## src/rtl/mfpu_pkg.sv

```systemverilog
// Shared types and constants of the scheduler fixed-point update unit.
package mfpu_pkg;

  typedef enum logic [1:0] {
    CMD_RECALC   = 2'd0,
    CMD_PRIORITY = 2'd1,
    CMD_LOAD     = 2'd2,
    CMD_NONE     = 2'd3
  } cmd_e;

  typedef enum logic [8:0] {
    ST_IDLE     = 9'b000000001,
    ST_DISPATCH = 9'b000000010,
    ST_MUL_LO   = 9'b000000100,
    ST_MUL_HI   = 9'b000001000,
    ST_DIV_LOAD = 9'b000010000,
    ST_DIV      = 9'b000100000,
    ST_FIN      = 9'b001000000,
    ST_PRIO     = 9'b010000000,
    ST_DONE     = 9'b100000000
  } state_e;

  localparam int unsigned DIV_STEPS      = 32;
  localparam int unsigned CNT_W          = $clog2(DIV_STEPS);
  localparam int unsigned LOAD_DECAY_NUM = 59;
  localparam int unsigned LOAD_DECAY_DEN = 60;
  localparam int unsigned LOAD_SCALE     = 100;

  typedef struct packed {
    logic capture;
    logic mul_lo;
    logic mul_hi;
    logic div_load;
    logic div_step;
    logic finish;
    logic prio;
    logic out_load;
  } ctrl_t;

  typedef struct packed {
    cmd_e cmd;
    logic exempt;
  } status_t;

endpackage

```

## src/rtl/mlfqs_fixed_point_update_unit.sv

```systemverilog
// Top level of the scheduler fixed-point update unit: controller and datapath.
//
//   channel  direction  handshake               payload
//   in       input      in_valid_i/in_ready_o   command, recent_cpu_in, nice_in,
//                                               ready_count, exempt, priority_in
//   out      output     out_valid_o/out_ready_i recent_cpu_out, priority_out,
//                                               load_avg_x100
//
// A thread recalculation runs through the two-pass 32x16 multiplier and the
// 32-step restoring divider; a load update or a priority only skips them, and
// exempt threads and the unused command go straight to the result. One item
// is in flight; the next beat is taken the cycle after the result is
// registered, even while that result waits on out_ready_i.
// Reset clears the load average and the control state.
module mlfqs_fixed_point_update_unit #(
  parameter int unsigned FRACTION_BITS = 14,
  parameter int unsigned PRIORITY_TOP  = 63
) (
  input  logic               clk_i,
  input  logic               rst_ni,
  input  logic               in_valid_i,
  output logic               in_ready_o,
  input  logic [1:0]         command_i,
  input  logic signed [31:0] recent_cpu_in_i,
  input  logic signed [5:0]  nice_in_i,
  input  logic [7:0]         ready_count_i,
  input  logic               exempt_i,
  input  logic [5:0]         priority_in_i,
  output logic               out_valid_o,
  input  logic               out_ready_i,
  output logic signed [31:0] recent_cpu_out_o,
  output logic [5:0]         priority_out_o,
  output logic [30:0]        load_avg_x100_o
);
  import mfpu_pkg::*;

  ctrl_t   ctrl;
  status_t status;

  mfpu_ctrl u_ctrl (
    .clk_i       (clk_i),
    .rst_ni      (rst_ni),
    .in_valid_i  (in_valid_i),
    .in_ready_o  (in_ready_o),
    .out_valid_o (out_valid_o),
    .out_ready_i (out_ready_i),
    .status_i    (status),
    .ctrl_o      (ctrl)
  );

  mfpu_datapath #(
    .FRACTION_BITS (FRACTION_BITS),
    .PRIORITY_TOP  (PRIORITY_TOP)
  ) u_datapath (
    .clk_i            (clk_i),
    .rst_ni           (rst_ni),
    .ctrl_i           (ctrl),
    .status_o         (status),
    .command_i        (command_i),
    .recent_cpu_in_i  (recent_cpu_in_i),
    .nice_in_i        (nice_in_i),
    .ready_count_i    (ready_count_i),
    .exempt_i         (exempt_i),
    .priority_in_i    (priority_in_i),
    .recent_cpu_out_o (recent_cpu_out_o),
    .priority_out_o   (priority_out_o),
    .load_avg_x100_o  (load_avg_x100_o)
  );

endmodule

```

## src/rtl/mfpu_ctrl.sv

```systemverilog
// Sequencing state machine of the fixed-point update unit.
module mfpu_ctrl (
  input  logic              clk_i,
  input  logic              rst_ni,
  input  logic              in_valid_i,
  output logic              in_ready_o,
  output logic              out_valid_o,
  input  logic              out_ready_i,
  input  mfpu_pkg::status_t status_i,
  output mfpu_pkg::ctrl_t   ctrl_o
);
  import mfpu_pkg::*;

  state_e           state_q, state_d;
  logic [CNT_W-1:0] cnt_q, cnt_d;
  logic             out_valid_q, out_valid_d;

  always_comb begin
    state_d    = state_q;
    cnt_d      = cnt_q;
    ctrl_o     = '0;
    in_ready_o = (state_q == ST_IDLE);
    case (state_q)
      ST_IDLE: begin
        if (in_valid_i) begin
          ctrl_o.capture = 1'b1;
          state_d        = ST_DISPATCH;
        end
      end
      ST_DISPATCH: begin
        case (status_i.cmd)
          CMD_RECALC:   state_d = status_i.exempt ? ST_DONE : ST_MUL_LO;
          CMD_PRIORITY: state_d = status_i.exempt ? ST_DONE : ST_PRIO;
          CMD_LOAD:     state_d = ST_FIN;
          default:      state_d = ST_DONE;
        endcase
      end
      ST_MUL_LO: begin
        ctrl_o.mul_lo = 1'b1;
        state_d       = ST_MUL_HI;
      end
      ST_MUL_HI: begin
        ctrl_o.mul_hi = 1'b1;
        state_d       = ST_DIV_LOAD;
      end
      ST_DIV_LOAD: begin
        ctrl_o.div_load = 1'b1;
        cnt_d           = '0;
        state_d         = ST_DIV;
      end
      ST_DIV: begin
        ctrl_o.div_step = 1'b1;
        cnt_d           = cnt_q + 1'b1;
        if (cnt_q == CNT_W'(DIV_STEPS - 1)) begin
          state_d = ST_FIN;
        end
      end
      ST_FIN: begin
        ctrl_o.finish = 1'b1;
        state_d       = (status_i.cmd == CMD_LOAD) ? ST_DONE : ST_PRIO;
      end
      ST_PRIO: begin
        ctrl_o.prio = 1'b1;
        state_d     = ST_DONE;
      end
      ST_DONE: begin
        if (!out_valid_q || out_ready_i) begin
          ctrl_o.out_load = 1'b1;
          state_d         = ST_IDLE;
        end
      end
      default: state_d = ST_IDLE;
    endcase
  end

  always_comb begin
    if (ctrl_o.out_load) begin
      out_valid_d = 1'b1;
    end else if (out_ready_i) begin
      out_valid_d = 1'b0;
    end else begin
      out_valid_d = out_valid_q;
    end
  end

  always_ff @(posedge clk_i or negedge rst_ni) begin
    if (!rst_ni) begin
      state_q     <= ST_IDLE;
      cnt_q       <= '0;
      out_valid_q <= 1'b0;
    end else begin
      state_q     <= state_d;
      cnt_q       <= cnt_d;
      out_valid_q <= out_valid_d;
    end
  end

  assign out_valid_o = out_valid_q;

endmodule

```

## src/rtl/mfpu_datapath.sv

```systemverilog
// Operand registers, shared multiplier, restoring divider and result registers.
module mfpu_datapath #(
  parameter int unsigned FRACTION_BITS = 14,
  parameter int unsigned PRIORITY_TOP  = 63
) (
  input  logic                clk_i,
  input  logic                rst_ni,
  input  mfpu_pkg::ctrl_t     ctrl_i,
  output mfpu_pkg::status_t   status_o,
  input  logic [1:0]          command_i,
  input  logic signed [31:0]  recent_cpu_in_i,
  input  logic signed [5:0]   nice_in_i,
  input  logic [7:0]          ready_count_i,
  input  logic                exempt_i,
  input  logic [5:0]          priority_in_i,
  output logic signed [31:0]  recent_cpu_out_o,
  output logic [5:0]          priority_out_o,
  output logic [30:0]         load_avg_x100_o
);
  import mfpu_pkg::*;

  localparam int unsigned PT_W   = $clog2(PRIORITY_TOP + 1);
  localparam int unsigned XW     = ((PT_W + FRACTION_BITS + 2) > 34) ?
                                   (PT_W + FRACTION_BITS + 2) : 34;
  localparam int unsigned PW     = XW - FRACTION_BITS;
  localparam int unsigned COEF_I = (LOAD_DECAY_NUM << FRACTION_BITS) / LOAD_DECAY_DEN;
  localparam logic [FRACTION_BITS:0] COEF = (FRACTION_BITS + 1)'(COEF_I);
  localparam logic [63:0] FRAC_MASK = ~((64'd1 << FRACTION_BITS) - 64'd1);
  localparam logic [32:0] FP_ONE    = 33'd1 << FRACTION_BITS;
  localparam logic [38:0] HALF      = 39'd1 << (FRACTION_BITS - 1);
  localparam logic [XW-1:0] PT_FIX  = XW'(PRIORITY_TOP) << FRACTION_BITS;
  localparam int unsigned RSH       = FRACTION_BITS + 14;
  localparam int unsigned RPW       = 2 * FRACTION_BITS + 17;
  localparam logic [63:0] RECIP_I   = ((64'd1 << RSH) + 64'(LOAD_DECAY_DEN) - 64'd1) /
                                      64'(LOAD_DECAY_DEN);
  localparam logic [FRACTION_BITS+8:0] RECIP = (FRACTION_BITS + 9)'(RECIP_I);

  cmd_e               cmd_q;
  logic               exempt_q;
  logic signed [31:0] r_q;
  logic signed [5:0]  nice_q;
  logic [7:0]         ready_q;
  logic [5:0]         pin_q;
  logic               neg_q;
  logic [31:0]        mag_q;
  logic [30:0]        load_q;
  logic [63:0]        acc_q;
  logic [32:0]        rem_q;
  logic [31:0]        dlo_q;
  logic [32:0]        den_q;
  logic [5:0]         prio_q;
  logic signed [31:0] rout_q;
  logic [5:0]         pout_q;
  logic [30:0]        lout_q;

  logic [31:0] twice;
  logic [15:0] half;
  logic [47:0] prod;
  logic [63:0] dvd;
  logic [33:0] sh;
  logic [33:0] df;
  logic        ge;

  assign twice = {load_q, 1'b0};
  assign half  = ctrl_i.mul_hi ? mag_q[31:16] : mag_q[15:0];
  assign prod  = 48'(twice) * 48'(half);
  assign dvd   = acc_q & FRAC_MASK;
  assign sh    = {rem_q, dlo_q[31]};
  assign df    = sh - {1'b0, den_q};
  assign ge    = (sh >= {1'b0, den_q});

  logic signed [33:0] qs;
  logic signed [33:0] nfix;
  logic signed [33:0] rsum;
  logic signed [31:0] rsat;

  assign qs   = neg_q ? -$signed({2'b00, dlo_q}) : $signed({2'b00, dlo_q});
  assign nfix = $signed({{28{nice_q[5]}}, nice_q}) <<< FRACTION_BITS;
  assign rsum = qs + nfix;

  always_comb begin
    if (rsum[33:31] == 3'b000 || rsum[33:31] == 3'b111) begin
      rsat = rsum[31:0];
    end else if (rsum[33]) begin
      rsat = 32'sh8000_0000;
    end else begin
      rsat = 32'sh7fff_ffff;
    end
  end

  logic [FRACTION_BITS+31:0] lprod;
  logic [RPW-1:0]            rprod;
  logic [31:0]               rdiv;
  logic [32:0]               lsum;
  logic [30:0]               lnew;

  assign lprod = (FRACTION_BITS + 32)'(COEF) * (FRACTION_BITS + 32)'(load_q);
  assign rprod = RPW'({ready_q, {FRACTION_BITS{1'b0}}}) * RPW'(RECIP);
  assign rdiv  = 32'(rprod[RPW-1:RSH]);
  assign lsum  = {1'b0, lprod[FRACTION_BITS+31:FRACTION_BITS]} + {1'b0, rdiv};
  assign lnew  = (lsum[32:31] != 2'b00) ? 31'h7fff_ffff : lsum[30:0];

  logic signed [32:0]   r_adj;
  logic signed [32:0]   r_q4;
  logic signed [XW-1:0] nfix2;
  logic signed [XW-1:0] px;
  logic [PW-1:0]        pint;
  logic [PW-1:0]        pval;

  assign r_adj = $signed({r_q[31], r_q}) + (r_q[31] ? 33'sd3 : 33'sd0);
  assign r_q4  = r_adj >>> 2;
  assign nfix2 = $signed({{(XW - 6){nice_q[5]}}, nice_q}) <<< (FRACTION_BITS + 1);
  assign px    = $signed(PT_FIX) - $signed({{(XW - 33){r_q4[32]}}, r_q4}) - nfix2;
  assign pint  = px[XW-1:FRACTION_BITS];

  always_comb begin
    if (px[XW-1]) begin
      pval = '0;
    end else if (pint > PW'(PRIORITY_TOP)) begin
      pval = PW'(PRIORITY_TOP);
    end else begin
      pval = pint;
    end
  end

  logic [37:0] x100;
  logic [38:0] xr;
  logic [38:0] xs;

  assign x100 = 38'(load_q) * 38'(LOAD_SCALE);
  assign xr   = {1'b0, x100} + HALF;
  assign xs   = xr >> FRACTION_BITS;

  always_ff @(posedge clk_i or negedge rst_ni) begin
    if (!rst_ni) begin
      load_q <= '0;
    end else if (ctrl_i.finish && cmd_q == CMD_LOAD) begin
      load_q <= lnew;
    end
  end

  always_ff @(posedge clk_i) begin
    if (ctrl_i.capture) begin
      cmd_q    <= cmd_e'(command_i);
      exempt_q <= exempt_i;
      r_q      <= recent_cpu_in_i;
      nice_q   <= nice_in_i;
      ready_q  <= ready_count_i;
      pin_q    <= priority_in_i;
      neg_q    <= recent_cpu_in_i[31];
      mag_q    <= recent_cpu_in_i[31] ? 32'(-recent_cpu_in_i) : recent_cpu_in_i;
    end
    if (ctrl_i.mul_lo) begin
      acc_q <= 64'(prod);
    end
    if (ctrl_i.mul_hi) begin
      acc_q <= acc_q + {prod, 16'b0};
    end
    if (ctrl_i.div_load) begin
      rem_q <= {1'b0, dvd[63:32]};
      dlo_q <= dvd[31:0];
      den_q <= {1'b0, twice} + FP_ONE;
    end
    if (ctrl_i.div_step) begin
      rem_q <= ge ? df[32:0] : sh[32:0];
      dlo_q <= {dlo_q[30:0], ge};
    end
    if (ctrl_i.finish && cmd_q == CMD_RECALC) begin
      r_q <= rsat;
    end
    if (ctrl_i.prio) begin
      prio_q <= pval[5:0];
    end
    if (ctrl_i.out_load) begin
      lout_q <= xs[30:0];
      if (cmd_q == CMD_RECALC || cmd_q == CMD_PRIORITY) begin
        rout_q <= r_q;
        pout_q <= exempt_q ? pin_q : prio_q;
      end else begin
        rout_q <= '0;
        pout_q <= '0;
      end
    end
  end

  assign status_o.cmd    = cmd_q;
  assign status_o.exempt = exempt_q;

  assign recent_cpu_out_o = rout_q;
  assign priority_out_o   = pout_q;
  assign load_avg_x100_o  = lout_q;

endmodule

```

## config.mk

```make
export PLATFORM = sky130hd
export DESIGN_NAME = mlfqs_fixed_point_update_unit
export DESIGN_NICKNAME = d
export VERILOG_FILES = /design/src/rtl/mfpu_pkg.sv /design/src/rtl/mlfqs_fixed_point_update_unit.sv /design/src/rtl/mfpu_ctrl.sv /design/src/rtl/mfpu_datapath.sv
export SDC_FILE = /design/constraint.sdc
export NUM_CORES = 2
export LEC_CHECK = 0
export ABC_AREA = 1
export BUFFER_PORTS_ARGS = -buffer_cell sky130_fd_sc_hd__clkbuf_2
export CAP_MARGIN = 20
export CORE_MARGIN = 2
export CORE_UTILIZATION = 57
export CTS_CLUSTER_SIZE = 8
export DETAILED_ROUTE_END_ITERATION = 10
export GPL_TIMING_DRIVEN = 0
export PLACE_DENSITY_LB_ADDON = 0.25
export SYNTH_ARGS = -nofsm -noshare
export SYNTH_HDL_FRONTEND = slang
export SYNTH_HIERARCHICAL = 1
export SYNTH_SLANG_ARGS = --single-unit
export TNS_END_PERCENT = 10
```

## constraint.sdc

```tcl
create_clock -name clk_i -period 10.5 [get_ports clk_i]
set_clock_uncertainty 0.05 [all_clocks]
set_input_delay 0.525 -clock clk_i [delete_from_list [all_inputs] [get_ports clk_i]]
set_output_delay 0.525 -clock clk_i [all_outputs]
set_load 0.1 [all_outputs]
```

Word level (Yosys, flattened, before mapping)
Cells that the tools add are included.
Widths: inputs -> output; s select.
{"block": "word_totals", "reg_bits": 365, "latchBits": 0, "mem_bits_rw": 0, "mem_bits_ro": 0, "memories": 0}
{"block": "classes", "addsub": 12, "multipliers": 4, "div_mod_pow": 0, "magnitude_cmp": 2, "eq_ne": 16, "shifts": 0, "mux": 39, "n_bitwise": 0, "reduce_logical": 15}
{"cell": "$mux 32", "count": 6}
{"cell": "$mux 64", "count": 2}
{"cell": "$mux 33", "count": 3}
{"cell": "$pmux 9 s9", "count": 1}
{"cell": "$add 64x64->64", "count": 1}
{"cell": "$mux 31", "count": 2}
{"cell": "$mux 9", "count": 6}
{"cell": "$mul 31x16->47", "count": 1}
{"cell": "$mul 13x31->44 const A", "count": 1}
{"cell": "$add 38x14->39 const B", "count": 1}
{"cell": "$mul 31x5->36 const B", "count": 1}
{"cell": "$add 34x20->34", "count": 1}
{"cell": "$ge 34x33->1", "count": 1}
{"cell": "$mux 34", "count": 1}
{"cell": "$neg 32->34", "count": 1}
{"cell": "$add 32x15->33 const B", "count": 1}
{"cell": "$add 32x3->33", "count": 1}
{"cell": "$sub 32x21->33", "count": 1}
{"cell": "$sub 33x33->33", "count": 1}
{"cell": "$add 31x17->32", "count": 1}
{"cell": "$neg 32->32", "count": 1}
{"cell": "$sub 21x31->32 const A", "count": 1}
{"cell": "$mul 8x23->31 const B", "count": 1}
{"cell": "$pmux 9 s3", "count": 1}
{"cell": "29 further kinds", "count": 50}

Logic depth before layout (Yosys ltp)
{"block": "depth", "depth_word": 7, "mapped_depth": 51}

Hierarchy
The synthesis kept the hierarchy.
{"mod": "mfpu_datapath", "n_inst": 1, "cells_each": 6919, "area_each_um2": 53661.5, "seq_area_each_um2": 9904.5}
{"mod": "mfpu_ctrl", "n_inst": 1, "cells_each": 123, "area_each_um2": 895.9, "seq_area_each_um2": 376.6}

Least setup slack after synthesis
No wires, ideal clock.
{"block": "synth_timing", "path_kind": "reg2reg", "start": "register u_ctrl.state_q[6]", "end": "register u_datapath.acc_q[61] (data pin)", "setup_ps": 253, "arrival_time_ps": 8242, "path_slack_ps": 1955, "stages_incl_launch_ff": 48, "path_buffers": 3, "synth_period_minus_slack_ps": 8545, "cell_sequence": "dfrtp_1 > nor2_1 > nand2_1 > inv_2 > nand2_1 > inv_1 > clkbuf_1 > clkbuf_1 > or2_2 > nand2_1 > inv_1 > clkbuf_1 > nand2_1 > fa_1 > inv_1 > fa_1 > inv_1 > fa_1 > (+12 left out) > nand2_1 > nand2_1 > or2_2 > and2_1 > ha_1 > nand2_1 > nor2_1 > nand2_1 > nor4_1 > nand2_1 > nand3_1 > nand2_1 > nand2_1 > a21oi_1 > o21ai_0 > nand2_1 > nand2_1 > nor2_1"}
{"item": "start, declared", "line_no": "mfpu_ctrl.sv:14", "rtl": "state_e state_q, state_d;"}
{"item": "start signal, assigned", "line_no": "mfpu_ctrl.sv:92", "rtl": "state_q <= state_d;"}
{"item": "end signal, assigned", "line_no": "mfpu_datapath.sv:154", "rtl": "acc_q <= 64'(prod);"}
{"item": "end signal, assigned", "line_no": "mfpu_datapath.sv:157", "rtl": "acc_q <= acc_q + {prod, 16'b0};"}
{"item": "end, declared", "line_no": "mfpu_datapath.sv:47", "rtl": "logic [63:0] acc_q;"}

Worst setup path in the final report
{"block": "layout_timing", "start": "register u_datapath.load_q[7]", "end": "register u_datapath.acc_q[62] (data pin)"}
{"block": "layout_between", "elab_chain_cells": 3}
{"item": "start, declared", "line_no": "mfpu_datapath.sv:46", "rtl": "logic [30:0] load_q;"}
{"item": "start signal, assigned", "line_no": "mfpu_datapath.sv:138", "rtl": "load_q <= lnew;"}
{"item": "$mul 31x16->47", "line_no": "mfpu_datapath.sv:66", "rtl": "assign prod = 48'(twice) * 48'(half);"}
{"item": "$add 64x64->64", "line_no": "mfpu_datapath.sv:157"}
{"item": "$mux 64", "line_no": "mfpu_datapath.sv:156", "rtl": "if (ctrl_i.mul_hi) begin"}
No other way between the ends.
A chain may end at the register's enable or synchronous reset.

==> reports/qor.yml <==
power_and_ir_drop:
  power_density_mw_per_mm2: 285
  p_leak_nw: 30.3
  vdd_drop_max_uv: 293
  power_mw: 16.8
job:
  drv_cap: 0
route:
  ant_nets: 0
  via_per_inst: 5.65
  vias: 48397
  drtIter0Drc: 4889
  first_pass_iters: 6
  drt-total-wl_mm: 184
  wl_per_cell_um: 21.5
  drc_errors: 0
clock_tree:
  cts.sink_count: 350
  clk_pin_slew_ns: 0.05
  cts_root_buf: "clkbuf_16"
  htreeDepth: 2
  tritoncts.num_buffers: 53
  insertion_delay_ns: 0.65
  cts_tree: "done"
  max-clock-path-buffers: 3
yosys:
  syn_area_mm2: 0.0546
  synthTopCellsByCount: "nand2_1, inv_1, nor2_1"
  syn-instance-count: 7042
  ys_top_cells_by_area: "fa_1, edfxtp_1, ha_1"
  synth_warnings: 6
  synth_cell_types: 68
  avgSynthCellArea_um2: 7.75
  synth_top_area_share_pct: 24.4
  yosysTopAreaCell: "fa_1"
  async_flop_share_pct: 13.1
  synth.most_common_cell: "nand2_1"
  ys_seq_elements: 350
  ys.flop_type: "edfxtp_1"
  synth_seq_area_share_pct: 18.8
  synth_edf_count: 304
layout:
  areaGrowthSynthToFinish_pct: 8.17
  fin_cells: 8562
  num_antenna_cells: 0
  layout-drive-gt1-share_pct: 6.28
  fin_util_pct: 62.2
  final_nets: 8478
timing:
  fin_crit_ns: 10.00
  setup_viol: 0
  slew_violations: 0
  fin_crit_sh_pct: 95.2
  slew-limit-headroom_pct: 22.7
  setup_slack_ns: 0.500
  fmax_ghz: 0.100
  worst_pin_slew_ns: 1.16
  hold_viol: 0
  holdWs_ns: 0.0496
worst_setup_path:
  worstSetupStartpointType: "flop"
  path_class: "reg2reg"
  cp-end-kind: "flop"
  arrival_ns: 10.34
  cpPeakStageDelay_ns: 0.90
  cp_common_cell: "fa_1"
  slowest_stage: "clkinv_1"
  cp_max_fo: 10
  cp.required_ns: 10.84
global_routing:
  antenna_found_initial: 3
  grt.total_usage_pct: 37.8
  grt_overflow_total: 0
  grt_max_degree: 64
  grt_pass1_wl_mm: 281
  grt_pass1_vias: 48237
floorplanning:
  num_rows: 113
  die_area_mm2: 0.0982
  core_area_mm2: 0.0949
  die_x_um: 313
  start_util_pct: 57.5
  pin_count: 130
  fp.dieH_um: 313
worst_hold_path:
  hold_class: "in2reg"
placed_design:
  dp_hpwl_mm: 156
  dp_worst_setup_slack_ns: -0.952
  dpl.cell_count: 8448
  place_congestion: 1.04
  port_buffers: 123
outcome:
  outcome: "finished clean"
-- per-layer routing --
layer / global-route usage (%) / part of all wire [%] / wire length [um] / vias to the layer above
met5: 0 / 0.017 / 32 / -
li1: - / - / - / 22378
met2: 60.1 / 45 / 82600 / 2318
met4: 17.7 / 5.5 / 10100 / 4
met3: 6.72 / 8.8 / 16100 / 458
met1: 50.6 / 41 / 74800 / 23239
-- stage by stage --
| step | TNS, ns | instance area [um2] |
|---|---|---|
| 2_1_floorplan | 0 | 54600 |
| 3_3_place_gp | -9.66 | 56800 |
| 3_5_place_dp | -10.30 | 57000 |
| 4_1_cts | 0 | 58800 |
| 5_1_grt | -0.0213 | 59000 |
| 6_report | 0 | 59000 |
-- placed cells by master, fill, tap and decap left out, drive strengths merged, types with 174 or more instances in the layout --
| cell type | instances |
|---|---|
| clkbuf | 314 |
| edfxtp | 304 |
| nand3 | 220 |
| fa | 664 |
| ha | 491 |
| inv | 1431 |
| a21oi | 368 |
| xor2 | 174 |
| nor2 | 787 |
| o21ai | 262 |
| nand2 | 1593 |
-- power breakdown --
part	total [mW]	internal [mW]	switching, mW	leakage [nW]
Sequential	2.14	1.88	0.255	3.39
Clock	1.62	0.940	0.676	0.737
Combinational	13.0	4.24	8.80	26.2
Total	16.8	7.06	9.73	30.3
-- state kept, by name, indices dropped and copies added (netlist names), 8 cells and up --
register / flops
u_datapath/load_avg_x100_o: 25
u_datapath/load_q: 31
u_datapath/dlo_q: 32
u_datapath/den_q: 32
u_ctrl/state_q: 9
u_datapath/r_q: 32
u_datapath/acc_q: 50
u_datapath/rem_q: 33
u_datapath/mag_q: 32
u_datapath/ready_q: 8
u_datapath/recent_cpu_out_o: 32
-- path summary, 6_finish.rpt --
kind                                      startpoint                     to  slack [ns]  cells past startpoint
worst max-delay path            u_datapath/load_q[7]   u_datapath/acc_q[62]        0.50                     32
worst min-delay path                     out_ready_i     u_ctrl/out_valid_o        0.05                      2
worst max register to register  u_datapath/load_q[7]   u_datapath/acc_q[62]        0.50                     32
worst min register to register       u_ctrl/cnt_q[4]        u_ctrl/cnt_q[4]        0.46                      2
max in group asynchronous                     rst_ni   u_datapath/load_q[1]        9.35                      3
min in group asynchronous                     rst_ni  u_datapath/load_q[30]        0.44                      2
-- final cells by class --
cell class / instances / area (um2)
clock inverter: 10 / 93.8
buffer: 145 / 657
timing repair inverter: 1 / 5.00
fill: 8654 / 35900
inverter: 1445 / 5450
clock buffer: 78 / 1440
sequential: 350 / 10300
multi-input combinational: 5104 / 38400
tap: 1265 / 1580
timing repair buffer: 164 / 1070
-- critical path: cells and delay by family, from the launching register on --
| family | cells | cell delay, ns |
|---|---|---|
| buffers and inverters | 6 | 1.83 |
| adders and majority gates | 8 | 3.97 |
| and+or+nand+nor | 9 | 1.49 |
| xor gates and xnor gates | 1 | 0.25 |
| DFF | 1 | 0.59 |
| AOI/OAI and AO/OA | 8 | 1.53 |
-- cells by family after synthesis --
| kind of cell | Yosys count | share of synthesized area [%] |
|---|---|---|
| other | 1 | 0.00687 |
| AO/OA/AOI/OAI | 820 | 8.34 |
| buffers and inverters | 1593 | 11.1 |
| AND/OR/NAND/NOR | 2846 | 21.6 |
| flip-flops | 350 | 18.8 |
| XOR/XNOR | 277 | 4.49 |
| adder cells (fa/ha/maj) | 1155 | 35.6 |
-- what timing repair did --
action                                 CTS  global route
gates cloned                             0             1
resized for setup                       33            73
pin swaps                                0             1
hold buffers                            24             0
setup endpoints to repair               26            23
endpoints found under the hold margin   39             0
buffers inserted                         0             4
Power figures use the tool's default switching activity.
